$ cat config.mk
export PLATFORM = sky130hd
export DESIGN_NAME = lobm_prio
export DESIGN_NICKNAME = d
export VERILOG_FILES = /design/src/hw/rtl/lobm_pkg.sv /design/src/hw/rtl/lobm_prio.sv
export SDC_FILE = /design/constraint.sdc
export NUM_CORES = 1
export LEC_CHECK = 0
export ABC_AREA = 1
export BUFFER_PORTS_ARGS = -buffer_cell sky130_fd_sc_hd__buf_2
export CORE_MARGIN = 3
export CORE_UTILIZATION = 42
export DETAILED_ROUTE_END_ITERATION = 8
export PLACE_DENSITY_LB_ADDON = 0.25
export SYNTH_ARGS = -nofsm -noshare
export SYNTH_HDL_FRONTEND = slang
export SYNTH_SLANG_ARGS = --single-unit
$ cat constraint.sdc
create_clock -name vclk -period 22.9
set_clock_uncertainty 0.2 [all_clocks]
set_input_delay 3.435 -clock vclk [all_inputs]
set_output_delay 3.435 -clock vclk [all_outputs]
set_load 0.005 [all_outputs]
$ cat src/hw/rtl/lobm_pkg.sv
// Shared types and constants of the limit order book matcher.
package lobm_pkg;

    localparam int TICK_W       = 7;
    localparam int TICK_COUNT   = 128;
    localparam int LVL_W        = 8;
    localparam int LVL_COUNT    = 256;
    localparam int ID_W         = 12;
    localparam int MAX_ORDER_ID = 4095;
    localparam int QTY_W        = 32;

    localparam logic [1:0] ST_OK        = 2'd0;
    localparam logic [1:0] ST_LVL_FULL  = 2'd1;
    localparam logic [1:0] ST_IDS_GONE  = 2'd2;
    localparam logic [1:0] ST_CAN_REJ   = 2'd3;

    localparam logic MODE_ADD  = 1'b0;
    localparam logic MODE_CAN  = 1'b1;
    localparam logic SIDE_BUY  = 1'b0;
    localparam logic SIDE_SELL = 1'b1;

    typedef struct packed {
        logic              mode;
        logic              side;
        logic [TICK_W-1:0] price_tick;
        logic [QTY_W-1:0]  quantity;
        logic [ID_W-1:0]   cancel_id;
    } t_in;

    typedef struct packed {
        logic [1:0]        status;
        logic [ID_W-1:0]   order_id;
        logic [QTY_W-1:0]  filled_quantity;
        logic [QTY_W-1:0]  rested_quantity;
        logic [TICK_W-1:0] best_bid_tick;
        logic              bid_valid;
        logic [TICK_W-1:0] best_ask_tick;
        logic              ask_valid;
        logic signed [7:0] spread_ticks;
        logic              spread_valid;
    } t_out;

endpackage

$ cat src/hw/rtl/lobm_prio.sv
// Priority encoder over a tick occupancy map: lowest or highest set bit.
module lobm_prio #(
    parameter bit HIGH = 1'b0
) (
    input  logic [lobm_pkg::TICK_COUNT-1:0] i_map,
    output logic                            o_found,
    output logic [lobm_pkg::TICK_W-1:0]     o_tick
);

    always_comb begin
        o_found = 1'b0;
        o_tick  = '0;
        if (HIGH) begin
            for (int t = 0; t < lobm_pkg::TICK_COUNT; t++) begin
                if (i_map[t]) begin
                    o_found = 1'b1;
                    o_tick  = lobm_pkg::TICK_W'(t);
                end
            end
        end else begin
            for (int t = lobm_pkg::TICK_COUNT - 1; t >= 0; t--) begin
                if (i_map[t]) begin
                    o_found = 1'b1;
                    o_tick  = lobm_pkg::TICK_W'(t);
                end
            end
        end
    end

endmodule

# Word level (Yosys, flattened, before mapping)
# Cells that the tools add are included.
# op_classes
n_mux,256
# op_table
operator,count
7-bit 2-to-1 mux,128
1-bit 2-to-1 mux,128
# totals
regBits,0
input_bits,128
out_inout_bits,8
word_cells,256

# Depth between registers and ports, before layout
# Gate-level depths: netlist (run 1).
# logic_depth
word_depth,128
ltp_mapped,125
mapped_depth_nobuf,125

# Worst setup path before layout (run 1)
# No wires, ideal clock.
# synth_path
path_type,input -> output
startpoint,in i_map[126] in the netlist's numbering
endpoint,out o_tick[0] in the netlist's numbering
arrival_time_ps,8718
required_time_ps,19265
setup_slack_ps,10547
path_stages,125
n_path_buf,0
path_cell_list,inv_1 nand2_1 nand2_1 nand2_1 nand2_1 nand2_1 nand2_1 nand2_1 nand2_1 nand2_1 nand2_1 nand2_1 nand2_1 nand2_1 nand2_1 nand2_1 nand2_1 nand2_1 (+89 left out) nand2_1 nand2_1 nand2_1 nand2_1 nand2_1 nand2_1 nand2_1 nand2_1 nand2_1 nand2_1 nand2_1 nand2_1 nand2_1 nand2_1 nand2_1 nand2_1 nand2_1 a21oi_2
# synth_via
elab_chain_cells,127
# synth_rtl
element,line,source
start: declaration,lobm_prio.sv:5,"input logic [lobm_pkg::TICK_COUNT-1:0] i_map,"
7-bit 2-to-1 mux (127 in a row),lobm_prio.sv:22,if (i_map[t]) begin
end: declaration,lobm_prio.sv:7,output logic [lobm_pkg::TICK_W-1:0] o_tick
# Every way passes these cells.

# Worst setup path in the final report (run 1)
# Same ends and word-level chain as after synthesis.

==> flow_summary.json, run 1 <==
{
  "status": "finished, final reports clean",
  "vias_per_cell": 4.33,
  "yosys_warnings": 0,
  "via_count": 2931,
  "synth_top_family_by_area": "simple AND/OR/NAND/NOR gates",
  "pre_cts_slack_ns": 9.68,
  "finalSetupTns_ns": 0,
  "synth_xor_xnor_area_share_pct": 0,
  "fmax_mhz": 76.1,
  "synth_area_leaders": "nand2_1 32%, bufinv_8 25%, inv_1 16%",
  "post-route-min-period_ns": 13.15,
  "cts_resized": 0,
  "fin_util_pct": 59.4,
  "drt_iter0_markers": 40,
  "crit_top_cell": "nand2_1",
  "layout.nets": 737,
  "setup.worst_path.start_class": "input pin",
  "drt-total-wl_um": 5860,
  "yosys.area_share.simple_pct": 50.3,
  "whs_ns": 6.92,
  "placed_cells": 677,
  "cts_setup_buffers": 0,
  "critPathCaptureType": "output pin",
  "grt_pass1_wl_um": 9920,
  "max_cap_violations": 0,
  "worst_slew_pin_slew_ns": 0.460,
  "grtUsageTotal_pct": 17.6,
  "crit_type": "in -> out",
  "hpwlAfterDp_um": 5560,
  "seqCellArea_um2": 0,
  "routedWlPerCell_um": 8.65,
  "cp_data_required_time_ns": 19.27,
  "cp.arrival_ns": 9.51,
  "hp-start": "i_map[0]",
  "power.density_mw_per_mm2": 13.9,
  "fin_area_mm2": 0.00311,
  "drive_above_1_share_pct": 28.5,
  "gp_congestion": 0.791,
  "synthMuxAreaShare_pct": 0,
  "initial_utilization_pct": 44.7,
  "multiInputGateArea_mm2": 0.00137,
  "synthToLayoutAreaGrowth_pct": 32.8,
  "seq_cell_count": 0,
  "use_met3_pct": 2.24,
  "synth_compound_area_share_pct": 8.22,
  "syn_nets": 599,
  "overflow": 0,
  "post-route-period-util_pct": 57.4,
  "antenna_found_initial": 0,
  "port_buffers": 136,
  "core_mm2": 0.00524,
  "top_usage_layer": "met2",
  "hold_violations": 0,
  "max_stage_delay_ns": 0.11,
  "leakagePower_nw": 2.16,
  "antenna_cells": 0,
  "p_total_mw": 0.0434,
  "grt_max_degree": 6,
  "mostFrequentLayoutCell": "nand2_1",
  "die_area_mm2": 0.00651,
  "synth-adder-area-share_pct": 0,
  "ctsHoldBuffers": 0,
  "std_cell_rows": 26,
  "crit_path_top_delay_cell": "buf_2",
  "final_cell_mix": "201 x nand2_1, 136 x buf_2, 102 x inv_1",
  "fin_cells": 677,
  "yosysTopAreaCellShare_pct": 32.2,
  "placed_area_mm2": 0.00311,
  "vdd.ir_drop.worst_mv": 0.00723,
  "io_pins": 136,
  "crit_start": "i_map[126]",
  "synth_area_leader_cell": "nand2_1",
  "chipHeight_um": 80.7,
  "rsz0062_at_grt": "no",
  "clkbuf_count": 0,
  "syn_area_mm2": 0.00234,
  "die_x_um": 80.7,
  "first_pass_iters": 4,
  "drc": 0,
  "grt_use_met1_pct": 19.9,
  "met2_usage_pct": 35.8,
  "ys_types": 20,
  "synth-seq-area-share_pct": 0,
  "min_path_type": "in -> out",
  "syn_inst": 471,
  "finalWorstSetupSlack_ns": 9.75,
  "grt_pass1_vias": 2745,
  "setup_viol": 0,
  "ant_nets": 0,
  "syn_area_per_cell_um2": 4.98,
  "slew-limit-headroom_pct": 69.1,
  "nFillCells": 568,
  "slew_viol_final": 0,
  "cp_max_fo": 3
}
## final cells by class
cell class	count	area share (%)
Inverter	138	31.2
Multi-Input combinational cell	333	44.1
Tap cell	70	2.81
Timing Repair Buffer	136	21.9
## synthesized netlist by cell type
| master | n |
|---|---|
| nor3_1 | 4 |
| nor4_1 | 8 |
| o311ai_0 | 3 |
| inv_1 | 102 |
| o211ai_1 | 1 |
| o21bai_1 | 1 |
| nand3_1 | 7 |
| o31ai_1 | 1 |
| a311o_1 | 1 |
| a211oi_1 | 2 |
| o21ai_0 | 7 |
| nor2_1 | 80 |
| a31oi_1 | 3 |
| nand2_1 | 201 |
| inv_2 | 3 |
| a21oi_2 | 1 |
| bufinv_8 | 33 |
| nand4_1 | 3 |
| a2111o_1 | 1 |
| a21oi_1 | 9 |
## cells by family after synthesis
| kind of cell | after synthesis |
|---|---|
| and+or+nand+nor | 303 |
| buffers and inverters | 138 |
| AOI/OAI and AO/OA | 30 |
## where the power goes
part	switching [mW]	internal [mW]	total [mW]
Clock	0	0	0
Combinational	0.0182	0.0252	0.0434
Sequential	0	0	0
## per-layer routing
metal  part of all wire [%]  wire length, um
met5                      0                0
met4                   0.24               14
met3                    7.4              433
met2                     51             2970
met1                     42             2440
## worst max-delay path, delay by kind of cell
family,cells,cell delay (ns)
buf+inv,3,0.26
simple gates,123,5.73
compound gates,1,0.10
## path summary, 6_finish.rpt
path | end | slack, ns | cells past startpoint
worst max-delay path | o_tick[0] | 9.75 | 127
worst min-delay path | o_tick[0] | 6.92 | 3
Power figures use the tool's default switching activity.
==> run 2: changes to the inputs <==
==> constraint.sdc (replaced) <==
create_clock -name vclk -period 12.4
set_clock_uncertainty 0.2 [all_clocks]
set_input_delay 1.86 -clock vclk [all_inputs]
set_output_delay 1.86 -clock vclk [all_outputs]
set_load 0.005 [all_outputs]
==> flow_summary.json, run 2 (synthesis gave the netlist of run 1 again) <==
{
  "antenna_cells": 0,
  "initial_utilization_pct": 44.7,
  "vdd.ir_drop.worst_mv": 0.0138,
  "crit_path_top_delay_cell": "buf_2",
  "io_pins": 136,
  "status": "finished, final reports clean",
  "grt_pass1_vias": 2666,
  "rsz0062_at_grt": "no",
  "cp.arrival_ns": 7.96,
  "max_stage_delay_ns": 0.12,
  "drt_iter0_markers": 51,
  "critPathCaptureType": "output pin",
  "drc": 0,
  "antenna_found_initial": 1,
  "die_area_mm2": 0.00651,
  "post-route-min-period_ns": 10.02,
  "gp_congestion": 0.843,
  "grt_max_degree": 6,
  "clkbuf_count": 0,
  "final_cell_mix": "201 x nand2_1, 136 x buf_2, 102 x inv_1",
  "port_buffers": 136,
  "p_total_mw": 0.0800,
  "seq_cell_count": 0,
  "power.density_mw_per_mm2": 25.7,
  "grtUsageTotal_pct": 17.0,
  "slew_viol_final": 0,
  "vias_per_cell": 4.29,
  "fmax_mhz": 99.8,
  "overflow": 0,
  "worst_slew_pin_slew_ns": 0.423,
  "hpwlAfterDp_um": 5510,
  "setup_viol": 0,
  "slew-limit-headroom_pct": 71.6,
  "mostFrequentLayoutCell": "nand2_1",
  "layout.nets": 737,
  "whs_ns": 3.78,
  "crit_top_cell": "nand2_1",
  "cp_data_required_time_ns": 10.34,
  "cp_max_fo": 3,
  "setup.worst_path.start_class": "input pin",
  "std_cell_rows": 26,
  "synthToLayoutAreaGrowth_pct": 32.8,
  "crit_start": "i_map[126]",
  "seqCellArea_um2": 0,
  "crit_type": "in -> out",
  "max_cap_violations": 0,
  "drive_above_1_share_pct": 28.5,
  "chipHeight_um": 80.7,
  "first_pass_iters": 4,
  "drt-total-wl_um": 5790,
  "die_x_um": 80.7,
  "ctsHoldBuffers": 0,
  "ant_nets": 0,
  "cts_resized": 0,
  "core_mm2": 0.00524,
  "finalSetupTns_ns": 0,
  "grt_pass1_wl_um": 9640,
  "crit_end": "o_tick[0]",
  "routedWlPerCell_um": 8.55,
  "leakagePower_nw": 2.16,
  "min_path_type": "in -> out",
  "post-route-period-util_pct": 80.8,
  "cts_setup_buffers": 0,
  "hold_violations": 0,
  "via_count": 2903
}
[run 2: cell counts in the layout (fill, tap and decap cells not counted)]
No cell type changed its count.
[run 2: worst min-delay path by stage]
stage               startpoint        end  slack (ns)  cells after the start
finish                i_map[0]  o_tick[0]        3.78                      3
CTS                   i_map[0]  o_tick[0]        3.78                      3
global placement      i_map[0]  o_tick[0]        3.77                      3
floorplan             i_map[0]  o_tick[0]        3.54                      1
global route          i_map[0]  o_tick[0]        3.79                      3
detailed placement    i_map[0]  o_tick[0]        3.78                      3
[run 2: through the flow]
step                util, %  cells  worst slack (ns)  instance area [um^2]
finish                 59.4    677              2.38                  3110
global route           59.4    677              1.06                  3110
CTS                    59.4    677              2.26                  3110
detailed placement     59.4    677              2.29                  3110
global placement       59.4    677              2.43                  3110
floorplan                 -    471              3.20                  2340
[run 2: report_power, final]
part	leakage [nW]	internal [mW]	switching [mW]
Sequential	0	0	0
Clock	0	0	0
Combinational	2.16	0.0465	0.0335
[run 2: critical path: cells and delay by family]
family	cells	cell delay, ns
simple gates	123	5.71
buf+inv	3	0.27
compound gates	1	0.11
[run 2: routing by layer]
metal	track usage (%)	share of wire, %	wire length [um]
met5	0	0.22	13
met1	19.8	42	2460
met2	33.8	49	2850
met3	2.91	7.9	460
met4	0.338	0.035	2
[run 2: area by class of cell]
class | instances | area (um^2)
fill | 587 | 2130
inverter | 138 | 972
multi-input combinational | 333 | 1370
tap | 70 | 87.6
timing repair buffer | 136 | 681
==> run 3: changes to the inputs <==
==> constraint.sdc (replaced) <==
create_clock -name vclk -period 10.32
set_clock_uncertainty 0.2 [all_clocks]
set_input_delay 1.548 -clock vclk [all_inputs]
set_output_delay 1.548 -clock vclk [all_outputs]
set_load 0.005 [all_outputs]
==> flow_summary.json, run 3 (synthesis gave the netlist of run 1 again) <==
{
  "die_x_um": 80.7,
  "std_cell_rows": 26,
  "drive_above_1_share_pct": 28.5,
  "first_pass_iters": 4,
  "max_stage_delay_ns": 0.12,
  "status": "finished, final reports clean",
  "setup.worst_path.start_class": "input pin",
  "vdd.ir_drop.worst_mv": 0.0169,
  "min_path_type": "in -> out",
  "gp_congestion": 0.829,
  "cp_max_fo": 3,
  "p_clk_share_pct": 0,
  "vias_per_cell": 4.34,
  "power.density_mw_per_mm2": 30.9,
  "grt_max_degree": 6,
  "cp.arrival_ns": 7.65,
  "via_count": 2935,
  "antenna_found_initial": 1,
  "slew-limit-headroom_pct": 72.3,
  "critPathCaptureType": "output pin",
  "whs_ns": 3.15,
  "fin_area_mm2": 0.00311,
  "setup_viol": 0,
  "chipHeight_um": 80.7,
  "leakagePower_nw": 2.16,
  "cts_resized": 0,
  "drt_iter0_markers": 54,
  "comb_power_share_pct": 100.0,
  "power_frac_seq_pct": 0,
  "initial_utilization_pct": 44.7,
  "crit_top_cell": "nand2_1",
  "rsz0062_at_grt": "yes",
  "post-route-period-util_pct": 91.1,
  "synthToLayoutAreaGrowth_pct": 32.8,
  "antenna_cells": 0,
  "ctsHoldBuffers": 0,
  "routedWlPerCell_um": 8.47,
  "p_total_mw": 0.0961,
  "hold_violations": 0,
  "layout.nets": 737,
  "nFillCells": 559,
  "switching_share_pct": 41.9,
  "io_pins": 136,
  "pre_cts_slack_ns": 0.853,
  "post-route-min-period_ns": 9.40,
  "crit_type": "in -> out",
  "fmax_mhz": 106,
  "core_mm2": 0.00524,
  "finalWorstSetupSlack_ns": 0.919,
  "grt_pass1_wl_um": 9690,
  "clkbuf_count": 0,
  "seqCellArea_um2": 0,
  "drc": 0,
  "hpwlAfterDp_um": 5480,
  "slew_viol_final": 0,
  "ant_nets": 0,
  "crit_path_top_delay_cell": "buf_2",
  "grt_pass1_vias": 2670,
  "max_cap_violations": 0,
  "p_int_mw": 0.0559,
  "grtUsageTotal_pct": 17.3,
  "worst_slew_pin_slew_ns": 0.412,
  "p_switching_mw": 0.0403,
  "seq_cell_count": 0,
  "die_area_mm2": 0.00651,
  "port_buffers": 136,
  "cp_data_required_time_ns": 8.57,
  "placed_area_mm2": 0.00311,
  "drt-total-wl_um": 5730,
  "overflow": 0,
  "mostFrequentLayoutCell": "nand2_1",
  "final_cell_mix": "201 x nand2_1, 136 x buf_2, 102 x inv_1"
}
## run 3: worst paths after layout
| check | to | cells after the start | from | slack (ns) |
|---|---|---|---|---|
| setup / recovery | o_tick[0] | 127 | i_map[126] | 0.92 |
| hold / removal | o_tick[0] | 3 | i_map[0] | 3.15 |
## run 3: through the flow
stage / TNS, ns / utilization (%) / cells
6_report: 0 / 59.4 / 677
3_5_place_dp: 0 / 59.4 / 677
5_1_grt: -0.504 / 59.4 / 677
3_3_place_gp: 0 / 59.4 / 677
2_1_floorplan: 0 / - / 471
4_1_cts: 0 / 59.4 / 677
## run 3: timing repair
item                                   CTS  global route
setup endpoints to repair                0             1
endpoints found under the hold margin    0             0
buffers inserted                         0             0
## run 3: layout make-up
| class | count | area [um^2] | area share [%] |
|---|---|---|---|
| multi-input combinational | 333 | 1370 | 44.1 |
| inverter | 138 | 972 | 31.2 |
| timing repair buffer | 136 | 681 | 21.9 |
| tap | 70 | 87.6 | 2.81 |
## run 3: power by group through the flow
stage | clock network (mW) | registers, mW | logic (mW)
floorplan | 0 | 0 | 0.0594
global placement | 0 | 0 | 0.0948
detailed placement | 0 | 0 | 0.0966
CTS | 0 | 0 | 0.0970
global route | 0 | 0 | 0.110
finish | 0 | 0 | 0.0961
## run 3: critical path, delay by kind of cell
kind,cells,cell delay [ns]
compound gates,1,0.11
buf+inv,3,0.27
simple gates,123,5.74
## run 3: routing by layer
layer | global-route usage [%] | up-vias | wire, um
met5 | 0 | - | 13
met4 | 1.18 | 2 | 29
met3 | 3.14 | 4 | 468
met2 | 34.2 | 74 | 2830
met1 | 19.6 | 1224 | 2390
li1 | - | 1631 | -
