[config.mk]
export PLATFORM = sky130hd
export DESIGN_NAME = lobm_ram
export DESIGN_NICKNAME = d
export VERILOG_FILES = /design/src/hw/rtl/lobm_ram.sv
export SDC_FILE = /design/constraint.sdc
export NUM_CORES = 1
export LEC_CHECK = 0
export ABC_AREA = 1
export BUFFER_PORTS_ARGS = -buffer_cell sky130_fd_sc_hd__buf_2
export CELL_PAD_IN_SITES_DETAIL_PLACEMENT = 1
export CELL_PAD_IN_SITES_GLOBAL_PLACEMENT = 1
export CORE_AREA = 3 3 143 145
export DETAILED_ROUTE_END_ITERATION = 10
export DIE_AREA = 0 0 146 148
export HOLD_SLACK_MARGIN = 0.12
export MAX_ROUTING_LAYER = met4
export PLACE_DENSITY = 0.54
export SLEW_MARGIN = 20
export SYNTH_ARGS = -nofsm -noshare
export SYNTH_HDL_FRONTEND = slang
export SYNTH_SLANG_ARGS = --single-unit
[constraint.sdc]
create_clock -name i_clk -period 2.8 [get_ports i_clk]
set_input_delay 0.28 -clock i_clk [delete_from_list [all_inputs] [get_ports i_clk]]
set_output_delay 0.28 -clock i_clk [all_outputs]
set_load 0.02 [all_outputs]
[src/hw/rtl/lobm_ram.sv]
// Simple dual-port synchronous RAM with registered read data.
module lobm_ram #(
    parameter int W  = 8,
    parameter int D  = 16,
    parameter int AW = 4
) (
    input  logic          i_clk,
    input  logic          i_we,
    input  logic [AW-1:0] i_waddr,
    input  logic [W-1:0]  i_wdata,
    input  logic [AW-1:0] i_raddr,
    output logic [W-1:0]  o_rdata
);

    logic [W-1:0] mem [D];

    always_ff @(posedge i_clk) begin
        if (i_we) begin
            mem[i_waddr] <= i_wdata;
        end
        o_rdata <= mem[i_raddr];
    end

endmodule

Yosys cells after proc, flatten, opt, wreduce, memory -nomap -nowiden. Memory sizes are Yosys's and may differ from the RTL's. A register that Yosys moved wholly into a read port is not among the register bits. Cells that the tools add are included.

Add/subtract/negate cells: 0. Multiply operators: 0. Reductions and logical operators: 0. Multiplexer cells: 2. $lt $le $gt $ge: 0. Equal/unequal tests: 0. Shift operators: 0. Div/mod/pow operators: 0. Bitwise gates (word level): 0.

Operators with widths (count): 1-bit 2-to-1 mux (2).

Logic and storage cells: 3. ROM bits: 0. Bits in registers: 0. Latch bits: 0. Output and inout bits: 8. Input port bits: 18. Bits in writable memories: 128. Memories: 1.

Memories: mem (words 16, bits a word 8, rd ports 1, clocked after memory_dff 1, wr ports 1, RTL line 15) `logic [W-1:0] mem [D];`.

Logic depth before layout (Yosys ltp). Gate-level depths: netlist (run 1).

Word-level depth: 2. Depth in mapped cells: 8. Depth with buffers taken out: 7.

Worst setup path before layout (run 1). OpenSTA, ideal clock, no wires.

Kind: input -> register. From: in i_waddr[2]. To: mem mem[10][0], enable pin. Arrival: 0.861 ns. Cell stages on the path: 2. Setup slack: 1.569 ns. Library setup time: 0.370 ns. Cell sequence: nand3b_1 nor2_1.

RTL lines: start, declared (RTL line 9) `input logic [AW-1:0] i_waddr,`; end, declared (RTL line 15).

Straight into the memory's write port.

Final worst setup path (run 1).
From: in i_waddr[3]. To: mem mem[7][0], enable pin.

Straight into the memory's write port.

==> results.sh, run 1 <==
export IMPL_r2r_worst_path_depth=6
export IMPL_placement_io_buffers=25
export IMPL_tightestPinTransition_ps=912
export IMPL_totalNegativeSetupSlack_ps=0
export IMPL_wl_per_cell_um=17.9
export IMPL_top_level_ports=26
export IMPL_final_setup_skew_ps=6.68
export IMPL_post_cts_gate_resize_count=0
export IMPL_cts_hold_fix_buffers=0
export IMPL_setup_worst_path_end_class="register"
export IMPL_max_slew_margin_rel=0.389
export IMPL_worst_ep_arrival_time_ps=1400
export IMPL_dieArea_um2=21600
export IMPL_chipHeight_um=148
export IMPL_ctsHtreeMaxLevel=4
export IMPL_routabilityCongestion=0.779
export IMPL_ctsRootBufferMaster="sky130_fd_sc_hd__clkbuf_16"
export IMPL_drt_vias_per_instance=4.44
export IMPL_ranking_of_synthesized_cells_by_instance_count="173 x sky130_fd_sc_hd__nand2_1, 128 x sky130_fd_sc_hd__edfxtp_1, 100 x sky130_fd_sc_hd__inv_1, 97 x sky130_fd_sc_hd__nand3_1, 17 x sky130_fd_sc_hd__nor2_1"
export IMPL_design_final_nets=592
export IMPL_hold_path_cell_count=3
export IMPL_required_ps=2840
export IMPL_timing_setup_critical_path_class="in -> reg"
export IMPL_placeableCoreArea_um2=19300
export IMPL_timing_final_max_slew_violations=0
export IMPL_yosys_cell_count_top_type="sky130_fd_sc_hd__nand2_1"
export IMPL_rsz0062_at_grt="no"
export IMPL_setup_violations_final=0
export IMPL_cts_clk_slew_worst_paths_ps=60
export IMPL_drt_antenna_violating_nets=0
export IMPL_cap_viol_max_count=0
export IMPL_antenna_found_initial=0
export IMPL_cts_repair_timing_setup_buffer_count=0
export IMPL_final_core_util=0.342
export IMPL_timing_hold_worst_start="i_raddr[3]"
export IMPL_asyncSetResetFlopFracSynth=0
export IMPL_synth_main_ff_cell="sky130_fd_sc_hd__edfxtp_1"
export IMPL_grt_pass1_vias=3818
export IMPL_grt_remaining_overflow=0
export IMPL_holdPathEnd="o_rdata[2]$_DFF_P_"
export IMPL_synthTopCellsByArea="sky130_fd_sc_hd__edfxtp_1 67%, sky130_fd_sc_hd__nand2_1 11%, sky130_fd_sc_hd__nand3_1 8.4%"
export IMPL_worst_hold_path_type="in -> reg"
export IMPL_syn_avg_cell_area_um2=10.5
export IMPL_antenna_cells_inserted=0
export IMPL_final_layout_size_suffix_gt1_frac=0.0937
export IMPL_postSynthNetCount=569
export IMPL_r2r_slack_ps=1690
export IMPL_firstDrtPassIters=4
export IMPL_clock_path_buffers=2
export IMPL_number_of_buffers_added_by_the_clock_tree_synthesis_step=17
export IMPL_final_period_utilization=0.485
export IMPL_detailedPlacementHpwl_mm=9.43
export IMPL_ir_drop_mv=0.401
export IMPL_drt_first_iter_violations=299
export IMPL_cts_num_sinks=136
export IMPL_worst_path_max_fanout=8
export IMPL_cellPowerDensity_nw_per_um2=697
export IMPL_floorplan_rows=51
export IMPL_grt_first_pass_wirelength_mm=23.6
export IMPL_initial_utilization=0.298
export IMPL_run_status="completed"
export IMPL_synthDominantAreaCellType="sky130_fd_sc_hd__edfxtp_1"
export IMPL_clock_latency_ps=420
export IMPL_track_usage=0.152
export IMPL_final_hold_violation_count=0
export IMPL_synthCells=551
export IMPL_synth_edf_count=128
export IMPL_r2r_start="mem[1][2]$_DFFE_PP_"
export IMPL_syn_to_final_growth_pct=14.8
export IMPL_vias=3781
export IMPL_syn_cell_area_um2=5770
export IMPL_r2r_end="o_rdata[2]$_DFF_P_"
export IMPL_period_minus_slack_ps=1360
export IMPL_grt_start_max_net_pins=65
export IMPL_die_width_um=146
export IMPL_synth_sequential_area_ratio=0.694
export IMPL_routed_wirelength_mm=15.3
export IMPL_number_of_warnings_printed_during_yosys_synthesis=0
export IMPL_cp_start_kind="primary input"
export IMPL_synth_top_cell_area_share=0.667
export IMPL_total_leakage_power_uw=0.00280
export IMPL_synthDistinctLibCells=12
export IMPL_post_route_drc_count=0
export IMPL_achievable_frequency_mhz=736
export IMPL_post_synthesis_register_bit_count=136
export IMPL_cts_tree="yes"
-- per-stage QoR --
step	worst slack [ps]	std cells	instance area, um2	hold slack (ps)	power, uW
5_1_grt	1300	852	6620	265	4780
3_5_place_dp	972	820	6090	664	2640
4_1_cts	1410	852	6620	230	4670
6_report	1440	852	6620	244	4610
2_1_floorplan	1570	551	5770	379	2510
3_3_place_gp	950	820	6090	655	2640
-- worst max path at each step --
stage,from,end,depth (start not counted)
2_1_floorplan,i_waddr[2],mem[10][0]$_DFFE_PP_,2
3_3_place_gp,i_waddr[3],mem[7][3]$_DFFE_PP_,3
3_5_place_dp,i_raddr[0],o_rdata[3]$_DFF_P_,8
4_1_cts,i_raddr[0],o_rdata[3]$_DFF_P_,8
5_1_grt,i_raddr[0],o_rdata[1]$_DFF_P_,8
6_report,i_waddr[3],mem[7][0]$_DFFE_PP_,3
-- worst max-delay path: stages --
cell                       delay, ps
sky130_fd_sc_hd__buf_2           120
sky130_fd_sc_hd__nand3b_1        260
sky130_fd_sc_hd__nor2_1          730
-- cell usage in the layout, fill, tap and decap left out --
cell type,n
sky130_fd_sc_hd__clkbuf_16,17
sky130_fd_sc_hd__buf_12,1
sky130_fd_sc_hd__nand3b_1,2
sky130_fd_sc_hd__dfxtp_1,8
sky130_fd_sc_hd__clkinv_2,4
sky130_fd_sc_hd__nor2_1,17
sky130_fd_sc_hd__edfxtp_1,128
sky130_fd_sc_hd__inv_1,100
sky130_fd_sc_hd__clkbuf_1,7
sky130_fd_sc_hd__buf_2,25
sky130_fd_sc_hd__buf_4,2
sky130_fd_sc_hd__nand3_1,97
sky130_fd_sc_hd__inv_2,2
sky130_fd_sc_hd__clkbuf_8,4
sky130_fd_sc_hd__nand2_1,173
-- routing by layer --
metal  routed length (um)  track usage  up-vias
li1                     -            -     1817
met1                 7500        0.209     1897
met5                    0            -        -
met4                  201       0.0508        0
met3                  419       0.0282       16
met2                 7160        0.230       51
-- area by class of cell --
type | instances | area [um2]
Multi-Input combinational cell | 289 | 1210
Inverter | 102 | 383
Clock buffer | 28 | 507
Sequential cell | 136 | 4000
Clock inverter | 4 | 20.0
Fill cell | 2169 | 12700
Timing Repair Buffer | 28 | 160
Tap cell | 265 | 332
-- cells by family after synthesis --
group                  count (synthesis)  synth area share
buffers and inverters                126            0.0952
DFF                                  136             0.694
and+or+nand+nor                      289             0.210
-- sequential cells by signal, indices dropped and copies added (netlist names) --
register,count
mem,128
o_rdata,8
-- power breakdown --
part | internal, uW | leakage (uW) | switching, uW
clock | 1220 | 0.000262 | 802
sequential | 2280 | 0.00122 | 17.3
combinational | 74.5 | 0.00131 | 221
total | 3570 | 0.00280 | 1040
No activity file was read; power rests on OpenSTA's default activity.
==> inputs of run 2 (changes only) <==
Settings changed: ABC_AREA 1 to 0, CORE_AREA 3 3 143 145 to 3 3 135 137, DIE_AREA 0 0 146 148 to 0 0 138 140, PLACE_DENSITY 0.54 to 0.5.
Clock period 2.8 ns to 1.3 ns, I/O delays scaled along.
==> run 2 against run 1 <==
- utilization up 3.2 points
- sequential power up 120%
- sequential share of layout area up 1.7 points
- global-route usage down 2.6 points
- final area down 2.8%
- sequential cell count unchanged
- clock-buffer cell count down 6
- clock power up 120%
==> results.sh, run 2 <==
export IMPL_syn_cell_area_um2=5150
export IMPL_design_final_nets=323
export IMPL_syn_avg_cell_area_um2=22.5
export IMPL_grt_first_pass_wirelength_mm=16.8
export IMPL_final_setup_skew_ps=3.82
export IMPL_synth_edf_count=128
export IMPL_required_ps=1600
export IMPL_detailedPlacementHpwl_mm=7.52
export IMPL_r2r_end="o_rdata[2]$_DFF_P_"
export IMPL_syn_to_final_growth_pct=25.0
export IMPL_routed_wirelength_mm=11.1
export IMPL_layout_common_cells="128 x sky130_fd_sc_hd__edfxtp_1, 30 x sky130_fd_sc_hd__mux4_2, 29 x sky130_fd_sc_hd__buf_4"
export IMPL_r2r_start="mem[3][2]$_DFFE_PP_"
export IMPL_final_area_um2=6430
export IMPL_cts_repair_timing_setup_buffer_count=0
export IMPL_grt_pass1_vias=2707
export IMPL_ctsHtreeMaxLevel=4
export IMPL_floorplan_rows=48
export IMPL_ir_drop_mv=0.924
export IMPL_setup_violations_final=0
export IMPL_top_level_ports=26
export IMPL_timing_hold_worst_start="i_waddr[0]"
export IMPL_final_layout_size_suffix_gt1_frac=0.403
export IMPL_top_register_by_number_of_flip_flops="mem"
export IMPL_cts_tree="yes"
export IMPL_total_leakage_power_uw=0.00215
export IMPL_yosys_cell_count_top_type="sky130_fd_sc_hd__edfxtp_1"
export IMPL_critical_path_buf_inv_count=0
export IMPL_synth_main_ff_cell="sky130_fd_sc_hd__edfxtp_1"
export IMPL_synthDistinctLibCells=19
export IMPL_vias=2491
export IMPL_initial_utilization=0.300
export IMPL_worst_slack_ps=11.9
export IMPL_max_slew_margin_rel=0.327
export IMPL_r2r_slack_ps=10
export IMPL_layout_commonest_cell="sky130_fd_sc_hd__edfxtp_1"
export IMPL_routabilityCongestion=0.681
export IMPL_cp_cell_sequence="mux4_2 > a22oi_2 > nand2_1"
export IMPL_synthDominantAreaCellType="sky130_fd_sc_hd__edfxtp_1"
export IMPL_largest_register_ffs=128
export IMPL_final_hold_violation_count=0
export IMPL_tightestPinTransition_ps=1010
export IMPL_chipHeight_um=140
export IMPL_dieArea_um2=19300
export IMPL_place_worst_setup_slack_ps=-298
export IMPL_worst_hold_path_type="in -> reg"
export IMPL_clock_path_buffers=2
export IMPL_worst_path_max_fanout=1
export IMPL_timing_setup_critical_path_class="reg -> reg"
export IMPL_number_of_warnings_printed_during_yosys_synthesis=0
export IMPL_cpMaxStageDelayCell="sky130_fd_sc_hd__mux4_2"
export IMPL_synthTopCellsByArea="sky130_fd_sc_hd__edfxtp_1 75%, sky130_fd_sc_hd__mux4_2 7.9%, sky130_fd_sc_hd__mux4_1 7.1%"
export IMPL_asyncSetResetFlopFracSynth=0
export IMPL_period_minus_slack_ps=1290
export IMPL_cp_start_kind="register"
export IMPL_ranking_of_synthesized_cells_by_instance_count="128 x sky130_fd_sc_hd__edfxtp_1, 18 x sky130_fd_sc_hd__mux4_2, 16 x sky130_fd_sc_hd__a22oi_1, 14 x sky130_fd_sc_hd__mux4_1, 13 x sky130_fd_sc_hd__nor2_1"
export IMPL_cap_viol_max_count=0
export IMPL_placedInstanceArea_um2=5800
export IMPL_hold_path_cell_count=3
export IMPL_drt_vias_per_instance=4.59
export IMPL_timing_final_max_slew_violations=0
export IMPL_antenna_found_initial=0
export IMPL_synthCells=229
export IMPL_holdPathEnd="mem[4][3]$_DFFE_PP_"
export IMPL_post_synthesis_register_bit_count=136
export IMPL_setup_worst_path_end_class="register"
export IMPL_placeableCoreArea_um2=17200
export IMPL_cellPowerDensity_nw_per_um2=1560
export IMPL_ctsRootBufferMaster="sky130_fd_sc_hd__clkbuf_16"
export IMPL_r2r_worst_path_depth=3
export IMPL_rsz0062_at_grt="yes"
export IMPL_synth_top_cell_area_share=0.747
export IMPL_number_of_buffers_added_by_the_clock_tree_synthesis_step=17
export IMPL_clock_latency_ps=420
export IMPL_final_period_utilization=0.991
export IMPL_firstDrtPassIters=4
export IMPL_grt_remaining_overflow=0
export IMPL_cts_clk_slew_worst_paths_ps=50
export IMPL_drt_first_iter_violations=227
export IMPL_worst_ep_arrival_time_ps=1590
export IMPL_post_route_drc_count=0
export IMPL_grt_start_max_net_pins=17
export IMPL_reg_largest_list="mem: 128 flops, o_rdata: 8 flops"
export IMPL_critical_path_top_delay_family="multiplexers"
export IMPL_crit_path_max_incr_delay_ps=480
export IMPL_postSynthNetCount=247
export IMPL_run_status="completed"
export IMPL_die_width_um=138
export IMPL_achievable_frequency_mhz=776
export IMPL_track_usage=0.126
export IMPL_placement_io_buffers=25
export IMPL_wl_per_cell_um=20.5
export IMPL_cts_num_sinks=136
export IMPL_antenna_cells_inserted=0
export IMPL_drt_antenna_violating_nets=0
export IMPL_synth_sequential_area_ratio=0.778
## run 2: cells by family after synthesis
logic type | count (synthesis) | synth area share
muxes | 32 | 0.150
buffers and inverters | 10 | 0.0168
and+or+nand+nor | 35 | 0.0318
DFF | 136 | 0.778
AOI/OAI and AO/OA | 16 | 0.0233
## run 2: worst min-delay path, delay by kind of cell
kind / cells / cell delay (ps)
buffers and inverters: 2 / 320
AND/OR/NAND/NOR: 1 / 70
## run 2: repair_timing
action	in CTS	in global routing
pin swaps	4	6
hold buffers	8	0
resized for setup	10	10
endpoints found under the setup margin	6	7
hold endpoints to repair	128	0
## run 2: metal layers
layer / vias to the layer above / GRT usage / part of all wire
met2: 51 / 0.187 / 0.47
met4: 0 / 0.0624 / 0.023
met3: 17 / 0.0324 / 0.037
li1: 1114 / - / -
met5: - / - / 0
met1: 1309 / 0.162 / 0.47
## run 2: worst max path at each step
stage	startpoint	cells past startpoint	end	slack [ps]
after global routing	mem[3][2]$_DFFE_PP_	3	o_rdata[2]$_DFF_P_	-50
after floorplan	i_waddr[2]	2	mem[3][0]$_DFFE_PP_	-100
after detailed placement	i_raddr[0]	6	o_rdata[7]$_DFF_P_	-300
after global placement	i_raddr[0]	6	o_rdata[6]$_DFF_P_	-320
after CTS	mem[1][2]$_DFFE_PP_	3	o_rdata[2]$_DFF_P_	2
final	mem[3][2]$_DFFE_PP_	3	o_rdata[2]$_DFF_P_	10
## run 2: layout make-up
class | count | area, um2
Fill cell | 1714 | 10700
Sequential cell | 136 | 4000
Multi-Input combinational cell | 83 | 1070
Timing Repair Buffer | 67 | 523
Clock buffer | 22 | 454
Tap cell | 225 | 282
Clock inverter | 10 | 104
## run 2: where the power goes
group / internal [uW] / switching (uW)
clock: 2840 / 1680
combinational: 254 / 317
sequential: 4900 / 33.8
total: 8000 / 2030
## run 2: metrics by stage
step / power (uW) / instances / TNS [ps] / utilization / hold WS, ps
final: 10000 / 543 / 0 / 0.375 / 278
after global routing: 10400 / 543 / -236 / 0.375 / 287
after CTS: 10100 / 543 / 0 / 0.376 / 258
after floorplan: 5300 / 229 / -2940 / - / 229
after global placement: 5560 / 503 / -6500 / 0.338 / 531
after detailed placement: 5570 / 503 / -7810 / 0.338 / 542
==> inputs of run 3 (changes only) <==
Settings changed: ABC_AREA 0 to 1, CORE_AREA 3 3 135 137 to 3 3 143 145, DIE_AREA 0 0 138 140 to 0 0 146 148, PLACE_DENSITY 0.5 to 0.54.
==> run 3 against run 2 <==
- clock power grew 13%
- clock-buffer cell count fell by 1
- utilization decreased by 1.4 points
- sequential cell count stayed put
- die area rose by 12%
- highest routed layer unchanged
==> results.sh, run 3 (same netlist as run 1, synthesis figures left out) <==
export IMPL_reg_largest_list="mem: 128 flops, o_rdata: 8 flops"
export IMPL_vias=3866
export IMPL_drt_vias_per_instance=4.41
export IMPL_crit_path_max_incr_delay_ps=380
export IMPL_tightestPinTransition_ps=372
export IMPL_floorplan_rows=51
export IMPL_achievable_frequency_mhz=900
export IMPL_layout_common_cells="173 x sky130_fd_sc_hd__nand2_1, 128 x sky130_fd_sc_hd__edfxtp_1, 100 x sky130_fd_sc_hd__inv_1"
export IMPL_cellPowerDensity_nw_per_um2=1530
export IMPL_wl_per_cell_um=17.1
export IMPL_setup_violations_final=0
export IMPL_final_instance_count_excl_fill=877
export IMPL_top_register_by_number_of_flip_flops="mem"
export IMPL_cp_start_kind="register"
export IMPL_period_minus_slack_ps=1110
export IMPL_chipHeight_um=148
export IMPL_r2r_worst_path_depth=6
export IMPL_routed_wirelength_mm=15.0
export IMPL_hold_path_cell_count=1
export IMPL_total_leakage_power_uw=0.00299
export IMPL_number_of_buffers_added_by_the_clock_tree_synthesis_step=17
export IMPL_ff_latch_area_um2=4000
export IMPL_multi_input_comb_area_um2=1210
export IMPL_max_slew_margin_rel=0.752
export IMPL_setup_worst_path_end_class="output pin"
export IMPL_clock_latency_ps=420
export IMPL_drt_first_iter_violations=236
export IMPL_antenna_found_initial=0
export IMPL_cts_clk_slew_worst_paths_ps=60
export IMPL_post_route_drc_count=0
export IMPL_hold_worst_slack_ps=134
export IMPL_cts_repair_timing_setup_buffer_count=0
export IMPL_worst_ep_arrival_time_ps=980
export IMPL_design_power_total_uw=10700
export IMPL_largest_register_ffs=128
export IMPL_num_fill_cells=2184
export IMPL_dieArea_um2=21600
export IMPL_grt_start_max_net_pins=65
export IMPL_placeableCoreArea_um2=19300
export IMPL_placement_io_buffers=25
export IMPL_final_hold_violation_count=0
export IMPL_final_setup_skew_ps=7.56
export IMPL_cp_num_cells=1
export IMPL_cp_cell_sequence="buf_2"
export IMPL_grt_remaining_overflow=0
export IMPL_top_level_ports=26
export IMPL_rsz0062_at_grt="no"
export IMPL_timing_final_max_slew_violations=0
export IMPL_firstDrtPassIters=4
export IMPL_cap_viol_max_count=0
export IMPL_cpMaxStageDelayCell="sky130_fd_sc_hd__dfxtp_1"
export IMPL_syn_to_final_growth_pct=20.9
export IMPL_worst_hold_path_type="in -> reg"
export IMPL_ctsHtreeMaxLevel=4
export IMPL_critical_path_buf_inv_count=1
export IMPL_required_ps=1170
export IMPL_worst_slack_ps=189
export IMPL_ir_drop_mv=0.949
export IMPL_placed_cells_incl_taps=841
export IMPL_layout_commonest_cell="sky130_fd_sc_hd__nand2_1"
export IMPL_final_layout_size_suffix_gt1_frac=0.127
export IMPL_cts_tree="yes"
export IMPL_design_final_nets=617
export IMPL_critical_path_top_delay_family="flip-flops"
export IMPL_timing_setup_critical_path_class="reg -> out"
export IMPL_place_worst_setup_slack_ps=59.0
export IMPL_grt_first_pass_wirelength_mm=23.8
export IMPL_ctsRootBufferMaster="sky130_fd_sc_hd__clkbuf_16"
export IMPL_totalNegativeSetupSlack_ps=0
export IMPL_cts_num_sinks=136
export IMPL_die_width_um=146
export IMPL_detailedPlacementHpwl_mm=9.40
export IMPL_grt_pass1_vias=4127
export IMPL_run_status="completed"
export IMPL_track_usage=0.150
export IMPL_routabilityCongestion=0.727
export IMPL_initial_utilization=0.298
export IMPL_clock_path_buffers=2
export IMPL_antenna_cells_inserted=0
export IMPL_final_period_utilization=0.854
export IMPL_worst_path_max_fanout=1
export IMPL_drt_antenna_violating_nets=0
-- run 3: changes by cell type in the layout (fill, tap and decap cells not counted), moves of 4 or more --
| cell | delta |
|---|---|
| sky130_fd_sc_hd__a22oi_2 | -8 |
| sky130_fd_sc_hd__dlygate4sd3_1 | -4 |
| sky130_fd_sc_hd__nor2_1 | +4 |
| sky130_fd_sc_hd__nand3_1 | +96 |
| sky130_fd_sc_hd__buf_4 | -11 |
| sky130_fd_sc_hd__inv_1 | +100 |
| sky130_fd_sc_hd__a22oi_1 | -8 |
| sky130_fd_sc_hd__mux4_2 | -30 |
| sky130_fd_sc_hd__nand2_1 | +164 |
-- run 3: layout make-up --
cell class | instances | share of cell area
repair buffers | 53 | 0.0603
flip-flops and latches | 136 | 0.574
clock buffers | 21 | 0.0675
clock inverters | 11 | 0.0215
well taps | 265 | 0.0476
multi-input cells | 289 | 0.174
inverters | 102 | 0.0549
-- run 3: path summary, 6_finish.rpt --
kind | from | endpoint | slack (ps)
min | i_wdata[4] | mem[8][4]$_DFFE_PP_ | 130
max reg2reg | mem[7][5]$_DFFE_PP_ | o_rdata[5]$_DFF_P_ | 280
min reg2reg | mem[12][5]$_DFFE_PP_ | o_rdata[5]$_DFF_P_ | 670
max | o_rdata[4]$_DFF_P_ | o_rdata[4] | 190
-- run 3: power by group --
group / switching [uW] / leakage, uW / internal (uW) / total [uW]
clock: 1760 / 0.000307 / 3330 / 5090
sequential: 30.4 / 0.00122 / 4900 / 4930
combinational: 464 / 0.00146 / 210 / 674
total: 2260 / 0.00299 / 8440 / 10700
-- run 3: timing repair --
action	in CTS	in global routing
hold buffers	4	0
gates resized for setup	0	0
endpoints found under the hold margin	64	0
-- run 3: metrics by stage --
step | util | cell area, um2
3_3_place_gp | 0.326 | 6310
3_5_place_dp | 0.326 | 6310
6_report | 0.361 | 6970
5_1_grt | 0.361 | 6970
4_1_cts | 0.361 | 6970
2_1_floorplan | - | 5770
-- run 3: layer usage --
metal  global-route usage  vias up  wire (um)
met5                    -        -          0
met4               0.0466        0        168
met3               0.0310       15        381
met2                0.251       47       7640
met1                0.185     1938       6850
li1                     -     1866          -
